`config.mk`:
```
export PLATFORM = sky130hd
export DESIGN_NAME = serial_command_to_bus_write_parser
export DESIGN_NICKNAME = d
export VERILOG_FILES = /design/src/design/scwp_pkg.sv /design/src/design/scwp_front.sv /design/src/design/scwp_queue.sv /design/src/design/scwp_back.sv /design/src/design/serial_command_to_bus_write_parser.sv
export SDC_FILE = /design/constraint.sdc
export NUM_CORES = 1
export LEC_CHECK = 0
export BUFFER_PORTS_ARGS = -buffer_cell sky130_fd_sc_hd__buf_4
export CAP_MARGIN = 20
export CORE_MARGIN = 4
export CORE_UTILIZATION = 25
export CTS_CLUSTER_DIAMETER = 100
export DETAILED_ROUTE_END_ITERATION = 7
export SYNTH_ARGS = -nofsm -noshare
export SYNTH_HDL_FRONTEND = slang
export SYNTH_SLANG_ARGS = --single-unit
export TNS_END_PERCENT = 10
```
`constraint.sdc`:
```
create_clock -name i_clk -period 4.2 [get_ports i_clk]
set_input_delay 0.84 -clock i_clk [delete_from_list [all_inputs] [get_ports i_clk]]
set_output_delay 0.84 -clock i_clk [all_outputs]
set_load 0.01 [all_outputs]
```
`src/design/scwp_pkg.sv`:
```
package scwp_pkg;

    localparam int QueueDepth = 4;
    localparam int QueuePtrW  = $clog2(QueueDepth);

    localparam logic [7:0] CodeReply    = 8'hFF;
    localparam logic [7:0] CodeReset    = 8'hFE;
    localparam logic [3:0] NibSelect    = 4'h0;
    localparam logic [7:0] CodeSlotOne  = 8'h01;
    localparam logic [3:0] NibWritePair = 4'h0;
    localparam logic [3:0] NibWriteOne  = 4'h8;
    localparam logic [3:0] NibWriteZero = 4'h2;
    localparam logic [7:0] CodeWriteZero = 8'h20;

    localparam logic [7:0] CharR = 8'h52;
    localparam logic [7:0] CharS = 8'h53;
    localparam logic [7:0] CharO = 8'h4F;
    localparam logic [7:0] CharK = 8'h4B;

    localparam logic [15:0] AfterByteReset   = 16'd10000;
    localparam logic [15:0] ReloadIdleReset  = 16'd1000;
    localparam logic [15:0] CountReset       = 16'd2000;

    localparam logic CfgAfterByte  = 1'b0;
    localparam logic CfgReloadIdle = 1'b1;

    typedef enum logic [1:0] {
        PH_IDLE  = 2'd0,
        PH_CMD   = 2'd1,
        PH_DATA1 = 2'd2,
        PH_DATA2 = 2'd3
    } t_phase;

    typedef enum logic [1:0] {
        KIND_WRITE = 2'd0,
        KIND_TX    = 2'd1,
        KIND_RESET = 2'd2
    } t_kind;

    typedef enum logic [1:0] {
        JOB_WRITE = 2'd0,
        JOB_REPLY = 2'd1,
        JOB_RESET = 2'd2
    } t_job_kind;

    typedef struct packed {
        t_job_kind  kind;
        logic       slot;
        logic [3:0] addr;
        logic [7:0] data;
    } t_job;

endpackage

```
`src/design/scwp_front.sv`:
```
module scwp_front import scwp_pkg::*; (
    input  logic        i_clk,
    input  logic        i_rst_n,
    input  logic        i_s_tvalid,
    output logic        o_s_tready,
    input  logic [7:0]  i_s_tdata,
    input  logic        i_s_tuser,
    input  logic        i_cfg_valid,
    output logic        o_cfg_ready,
    input  logic        i_cfg_index,
    input  logic [15:0] i_cfg_data,
    input  logic        i_q_full,
    output logic        o_push,
    output t_job        o_job
);

    t_phase      r_phase, n_phase;
    logic        r_slot, n_slot;
    logic [3:0]  r_addr, n_addr;
    logic [7:0]  r_cmd, n_cmd;
    logic [15:0] r_count, n_count;
    logic [15:0] r_after, r_reload;

    logic        accept, is_byte, is_tick;
    logic [15:0] count_dec;
    logic [3:0]  hi;
    logic [3:0]  cmd_hi;

    assign o_s_tready  = !i_q_full;
    assign o_cfg_ready = 1'b1;
    assign accept      = i_s_tvalid && !i_q_full;
    assign is_byte     = accept && !i_s_tuser;
    assign is_tick     = accept && i_s_tuser;
    assign count_dec   = r_count - 16'd1;
    assign hi          = i_s_tdata[7:4];
    assign cmd_hi      = r_cmd[7:4];

    always_comb begin
        n_phase = r_phase;
        n_slot  = r_slot;
        n_addr  = r_addr;
        n_cmd   = r_cmd;
        n_count = r_count;
        if (is_tick) begin
            n_count = count_dec;
            if (count_dec == 16'd0) begin
                n_phase = PH_IDLE;
                n_count = r_reload;
            end
        end
        if (is_byte) begin
            n_count = r_after;
            unique case (r_phase)
                PH_IDLE: begin
                    if (i_s_tdata != CodeReply && i_s_tdata != CodeReset
                        && hi == NibSelect) begin
                        n_slot  = (i_s_tdata == CodeSlotOne);
                        n_phase = PH_CMD;
                    end
                end
                PH_CMD: begin
                    n_phase = PH_DATA1;
                    if (hi == NibWritePair || hi == NibWriteOne) begin
                        n_addr = i_s_tdata[3:0];
                        n_cmd  = i_s_tdata;
                    end else if (hi == NibWriteZero) begin
                        n_cmd = i_s_tdata;
                    end else begin
                        n_phase = PH_IDLE;
                    end
                end
                PH_DATA1: begin
                    if (cmd_hi == NibWritePair) begin
                        n_phase = PH_DATA2;
                    end else if (cmd_hi == NibWriteOne || r_cmd == CodeWriteZero) begin
                        n_phase = PH_IDLE;
                    end
                end
                PH_DATA2: begin
                    n_phase = PH_IDLE;
                end
            endcase
        end
    end

    always_comb begin
        o_push     = 1'b0;
        o_job.kind = JOB_WRITE;
        o_job.slot = r_slot;
        o_job.addr = r_addr;
        o_job.data = i_s_tdata;
        if (is_byte) begin
            unique case (r_phase)
                PH_IDLE: begin
                    if (i_s_tdata == CodeReply) begin
                        o_push     = 1'b1;
                        o_job.kind = JOB_REPLY;
                    end else if (i_s_tdata == CodeReset) begin
                        o_push     = 1'b1;
                        o_job.kind = JOB_RESET;
                    end
                end
                PH_CMD: begin
                    o_push = 1'b0;
                end
                PH_DATA1: begin
                    if (cmd_hi == NibWritePair || cmd_hi == NibWriteOne) begin
                        o_push = 1'b1;
                    end else if (r_cmd == CodeWriteZero) begin
                        o_push     = 1'b1;
                        o_job.addr = 4'd0;
                    end
                end
                PH_DATA2: begin
                    o_push     = 1'b1;
                    o_job.addr = r_addr | 4'd1;
                end
            endcase
        end
    end

    always_ff @(posedge i_clk) begin
        if (!i_rst_n) begin
            r_phase  <= PH_IDLE;
            r_slot   <= 1'b0;
            r_addr   <= 4'd0;
            r_cmd    <= 8'd0;
            r_count  <= CountReset;
            r_after  <= AfterByteReset;
            r_reload <= ReloadIdleReset;
        end else begin
            r_phase <= n_phase;
            r_slot  <= n_slot;
            r_addr  <= n_addr;
            r_cmd   <= n_cmd;
            r_count <= n_count;
            if (i_cfg_valid) begin
                if (i_cfg_index == CfgAfterByte) begin
                    r_after <= i_cfg_data;
                end else if (i_cfg_index == CfgReloadIdle) begin
                    r_reload <= i_cfg_data;
                end
            end
        end
    end

endmodule

```
`src/design/scwp_queue.sv`:
```
module scwp_queue import scwp_pkg::*; (
    input  logic i_clk,
    input  logic i_rst_n,
    input  logic i_push,
    input  t_job i_job,
    output logic o_full,
    input  logic i_pop,
    output logic o_valid,
    output t_job o_job
);

    t_job                 r_mem [QueueDepth];
    logic [QueuePtrW-1:0] r_wr, r_rd;
    logic [QueuePtrW:0]   r_cnt;
    logic                 do_push, do_pop;

    assign o_full  = (r_cnt == QueuePtrW'(0) + (QueuePtrW+1)'(QueueDepth));
    assign o_valid = (r_cnt != '0);
    assign o_job   = r_mem[r_rd];
    assign do_push = i_push && !o_full;
    assign do_pop  = i_pop && o_valid;

    always_ff @(posedge i_clk) begin
        if (do_push) begin
            r_mem[r_wr] <= i_job;
        end
    end

    always_ff @(posedge i_clk) begin
        if (!i_rst_n) begin
            r_wr  <= '0;
            r_rd  <= '0;
            r_cnt <= '0;
        end else begin
            if (do_push) begin
                r_wr <= r_wr + QueuePtrW'(1);
            end
            if (do_pop) begin
                r_rd <= r_rd + QueuePtrW'(1);
            end
            if (do_push && !do_pop) begin
                r_cnt <= r_cnt + (QueuePtrW+1)'(1);
            end else if (do_pop && !do_push) begin
                r_cnt <= r_cnt - (QueuePtrW+1)'(1);
            end
        end
    end

endmodule

```
`src/design/scwp_back.sv`:
```
module scwp_back import scwp_pkg::*; (
    input  logic        i_clk,
    input  logic        i_rst_n,
    input  logic        i_q_valid,
    input  t_job        i_job,
    output logic        o_pop,
    output logic        o_m_tvalid,
    input  logic        i_m_tready,
    output logic [23:0] o_m_tdata,
    output logic [1:0]  o_m_tuser,
    output logic        o_m_tlast
);

    logic [1:0] r_step;
    logic       r_valid;
    t_kind      r_kind;
    logic       r_slot;
    logic [3:0] r_addr;
    logic [7:0] r_data;
    logic [7:0] r_tx;
    logic       r_last;

    logic       load;
    t_kind      w_kind;
    logic       w_slot;
    logic [3:0] w_addr;
    logic [7:0] w_data;
    logic [7:0] w_tx;
    logic       w_last;

    assign load  = i_q_valid && (!r_valid || i_m_tready);
    assign o_pop = load && w_last;

    always_comb begin
        w_kind = KIND_TX;
        w_slot = 1'b0;
        w_addr = 4'd0;
        w_data = 8'd0;
        w_tx   = 8'd0;
        w_last = 1'b0;
        unique case (i_job.kind)
            JOB_WRITE: begin
                w_kind = KIND_WRITE;
                w_slot = i_job.slot;
                w_addr = i_job.addr;
                w_data = i_job.data;
                w_last = 1'b1;
            end
            JOB_REPLY: begin
                w_tx   = (r_step == 2'd0) ? CharR : CharS;
                w_last = (r_step != 2'd0);
            end
            JOB_RESET: begin
                if (r_step == 2'd0) begin
                    w_kind = KIND_RESET;
                end else begin
                    w_tx = (r_step == 2'd1) ? CharO : CharK;
                end
                w_last = (r_step == 2'd2);
            end
            default: begin
                w_last = 1'b1;
            end
        endcase
    end

    always_ff @(posedge i_clk) begin
        if (load) begin
            r_kind <= w_kind;
            r_slot <= w_slot;
            r_addr <= w_addr;
            r_data <= w_data;
            r_tx   <= w_tx;
            r_last <= w_last;
        end
    end

    always_ff @(posedge i_clk) begin
        if (!i_rst_n) begin
            r_step  <= 2'd0;
            r_valid <= 1'b0;
        end else begin
            if (load) begin
                r_valid <= 1'b1;
                r_step  <= w_last ? 2'd0 : r_step + 2'd1;
            end else if (i_m_tready) begin
                r_valid <= 1'b0;
            end
        end
    end

    assign o_m_tvalid = r_valid;
    assign o_m_tuser  = r_kind;
    assign o_m_tlast  = r_last;
    assign o_m_tdata  = {3'd0, r_tx, r_data, r_addr, r_slot};

endmodule

```
`src/design/serial_command_to_bus_write_parser.sv`:
```
// Parses serial command bytes and timing ticks into bus writes, chip reset pulses and
// reply characters. One input word (a byte or a tick) is accepted every clock cycle; the
// parser phase and the timeout counter update in that same cycle. Words that cause output
// place one job in a four-entry queue, and the output side turns each job into one result
// word per cycle while the consumer is ready: one for a bus write, two for a status reply,
// three for a reset request. The input stalls only while that queue is full, and output
// words are registered, so a stalled consumer does not block input until four jobs are
// pending. Configuration writes are accepted in every cycle.
module serial_command_to_bus_write_parser import scwp_pkg::*; (
    input  logic        i_clk,
    input  logic        i_rst_n,
    input  logic        i_s_tvalid,
    output logic        o_s_tready,
    input  logic [7:0]  i_s_tdata,   // [7:0] rx_byte
    input  logic        i_s_tuser,   // [0] req_type
    output logic        o_m_tvalid,
    input  logic        i_m_tready,
    output logic [23:0] o_m_tdata,   // [0] bus_slot, [4:1] bus_addr, [12:5] bus_data, [20:13] tx_byte
    output logic [1:0]  o_m_tuser,   // [1:0] result_kind
    output logic        o_m_tlast,
    input  logic        i_cfg_valid,
    output logic        o_cfg_ready,
    input  logic        i_cfg_index,
    input  logic [15:0] i_cfg_data
);

    logic q_full, q_push, q_valid, q_pop;
    t_job push_job, head_job;

    scwp_front u_front (
        .i_clk       (i_clk),
        .i_rst_n     (i_rst_n),
        .i_s_tvalid  (i_s_tvalid),
        .o_s_tready  (o_s_tready),
        .i_s_tdata   (i_s_tdata),
        .i_s_tuser   (i_s_tuser),
        .i_cfg_valid (i_cfg_valid),
        .o_cfg_ready (o_cfg_ready),
        .i_cfg_index (i_cfg_index),
        .i_cfg_data  (i_cfg_data),
        .i_q_full    (q_full),
        .o_push      (q_push),
        .o_job       (push_job)
    );

    scwp_queue u_queue (
        .i_clk   (i_clk),
        .i_rst_n (i_rst_n),
        .i_push  (q_push),
        .i_job   (push_job),
        .o_full  (q_full),
        .i_pop   (q_pop),
        .o_valid (q_valid),
        .o_job   (head_job)
    );

    scwp_back u_back (
        .i_clk      (i_clk),
        .i_rst_n    (i_rst_n),
        .i_q_valid  (q_valid),
        .i_job      (head_job),
        .o_pop      (q_pop),
        .o_m_tvalid (o_m_tvalid),
        .i_m_tready (i_m_tready),
        .o_m_tdata  (o_m_tdata),
        .o_m_tuser  (o_m_tuser),
        .o_m_tlast  (o_m_tlast)
    );

endmodule
```
==> results.json <==
{
  "outcome": "finished clean",
  "synth_most_common_cell": "nand2_1",
  "dpl.hpwl_um": 10200,
  "netlist_area_um2": 7020,
  "antenna_cells": 0,
  "cts_resized": 0,
  "first_pass_iters": 4,
  "drv_slew": 0,
  "rows": 61,
  "cp-end-kind": "register",
  "synth_top_area_share_pct": 34.7,
  "drt_iter0_markers": 335,
  "globalplace.congestion": 0.804,
  "clock_sinks": 156,
  "hold_buffers": 0,
  "maxCapViolCount": 0,
  "path_clk_slew_ns": 0.07,
  "powerDensity_nw_per_um2": 515,
  "drc": 0,
  "synthFlopType": "edfxtp_1",
  "max-slew-margin-rel_pct": 44.4,
  "first_global_vias": 4629,
  "placed_cells": 1023,
  "fp.dieH_um": 176,
  "startpoint_type": "register",
  "syn_inst": 626,
  "post-route-period-util_pct": 77.3,
  "syn_avg_cell_area_um2": 11.2,
  "synth_seq_area_share_pct": 56.1,
  "die_width_um": 176,
  "clk_path_buf_depth": 2,
  "fill_cells": 2860,
  "sw_frac_of_total_pct": 29.4,
  "grt_max_degree": 41,
  "cts-root-buf": "clkbuf_16",
  "async_reset_ff_share_pct": 0,
  "fin_setup_tns_ns": 0,
  "worstSetupPathType": "reg2reg",
  "arrival_ns": 3.60,
  "num_vias": 4698,
  "ys_seq_elements": 156,
  "ant_nets": 0,
  "p_seq_share_pct": 45.9,
  "yosysTopAreaCell": "edfxtp_1",
  "skew_ns": 0.0137,
  "cts_tree": "built",
  "cts_buffers": 17,
  "nNetsFinal": 709,
  "maxClockFrequency_ghz": 0.308,
  "fin_crit_ns": 3.25,
  "register_area_um2": 3930,
  "tightest_slew_ns": 0.833,
  "synth_area_leaders": "edfxtp_1 (35%), dfxtp_1 (21%), mux4_2 (4.8%)",
  "peakVddDrop_mv": 0.251,
  "cp_max_fo": 8,
  "wl_per_cell_um": 14.1,
  "die-area_um2": 30800,
  "grt_pass1_wl_um": 24600,
  "overflow": 0,
  "p_clk_share_pct": 33.5,
  "cp.required_ns": 4.56,
  "drive_above_1_share_pct": 17.3,
  "ys_types": 69,
  "p_comb_share_pct": 20.6,
  "post_cts_buffers": 0,
  "postLayoutCoreUtil_pct": 29.5,
  "core_area_um2": 27700,
  "switchingPower_w": 0.00124,
  "finalHoldViolCount": 0,
  "initial_utilization_pct": 25.3,
  "wirelength_um": 14900,
  "grt_antenna_before_repair": 0,
  "multi_input_area_um2": 2680,
  "synth_edf_count": 81,
  "ys_warn_count": 0,
  "htreeDepth": 4,
  "p_int_w": 0.00297,
  "pin_count": 61,
  "grt.total_usage_pct": 10.0,
  "grt_setup_unrepaired": "no",
  "worst_skew_pair.late_latency_ns": 0.44,
  "worst_hold_path_type": "reg2reg",
  "viasPerCell": 4.45,
  "areaGrowthSynthToFinish_pct": 16.5,
  "synth_common_cells": "nand2_1 (86), edfxtp_1 (81), dfxtp_1 (75)",
  "finalSetupViolations": 0,
  "p_leak_nw": 2.90,
  "port_buffers": 54,
  "final_cells": 1055
}
==> metal layers <==
layer / GRT usage [%] / wire, um
met2: 16.3 / 7200
met4: 2.44 / 96
met3: 3.12 / 596
met1: 13.1 / 7010
met5: 0 / 0
==> final timing paths <==
| check | to | slack, ns | startpoint | cells after the start |
|---|---|---|---|---|
| max | u_queue.r_cnt[2] | 0.95 | register | 11 |
| min | u_front.r_reload[12] | 0.46 | u_front.r_reload[12] | 2 |
| max reg2reg | u_queue.r_cnt[2] | 0.95 | register | 11 |
| min reg2reg | u_front.r_reload[12] | 0.46 | u_front.r_reload[12] | 2 |
==> state kept, by name, indices dropped and copies added, names as in the netlist, 3 cells and up, named ones only <==
signal	flops
u_back.r_addr	4
u_back.r_data	8
u_back.r_tx	5
u_front.r_addr	4
u_front.r_after	16
u_front.r_cmd	8
u_front.r_count	16
u_front.r_reload	16
u_queue.r_cnt	3
u_queue.r_mem	60
==> cells by family after synthesis <==
group	count (synthesis)	share of synthesized area, %
XOR/XNOR	8	0.998
AO/OA/AOI/OAI	118	11.2
AND/OR/NAND/NOR	232	16.6
buffers and inverters	69	5.92
multiplexers	27	6.53
flip-flops	156	56.1
other	2	0.107
adder cells (fa/ha/maj)	14	2.60
==> cell usage in the layout (no fill, tap or decap), types with 6 or more instances in the layout <==
cell / count
ha_1: 13
conb_1: 6
o21ai_0: 11
dfxtp_1: 75
inv_1: 22
and3_1: 6
buf_4: 61
nor3_1: 11
mux4_2: 15
clkbuf_16: 17
nor2_1: 47
o22ai_1: 15
edfxtp_1: 81
nand2_1: 86
nor2b_1: 6
nand3_1: 20
mux2i_1: 12
o211ai_1: 9
and2_1: 22
a21oi_1: 42
==> stage by stage <==
step	setup slack (ns)	power, W	hold WS, ns	area [um^2]
after floorplan	0.881	0.00254	0.432	7030
after global placement	0.738	0.00283	0.445	7630
after detailed placement	0.722	0.00285	0.449	7630
after CTS	0.871	0.00427	0.459	8180
after global routing	0.624	0.00446	0.486	8180
final	0.954	0.00421	0.455	8180
==> worst max-delay path, stage by stage, from the launching register on <==
cell and delay (ns):
dfxtp_1 0.65, mux4_2 0.59, ha_1 0.26, nand2b_1 0.08
nand3_1 0.16, nand2_1 0.17, ha_1 0.21, inv_1 0.06
fa_1 0.37, xor2_1 0.18, or3_1 0.30, a21oi_1 0.15
==> final cells by class <==
cell class                 count  share of cell area (%)
multi-input combinational    405                    32.8
inverter                      23                    1.06
tap                          378                    5.78
timing repair buffer          61                    5.60
clock buffer                  17                    5.20
sequential                   156                    48.1
clock inverter                15                    1.42
==> power by group through the flow <==
stage / Sequential (W) / Combinational (W) / Clock [W]
5_1_grt: 0.00196 / 0.000970 / 0.00153
3_5_place_dp: 0.00197 / 0.000881 / 0
2_1_floorplan: 0.00198 / 0.000558 / 0
4_1_cts: 0.00194 / 0.000885 / 0.00145
3_3_place_gp: 0.00196 / 0.000866 / 0
6_report: 0.00193 / 0.000867 / 0.00141
No activity file was read; power rests on OpenSTA's default activity.
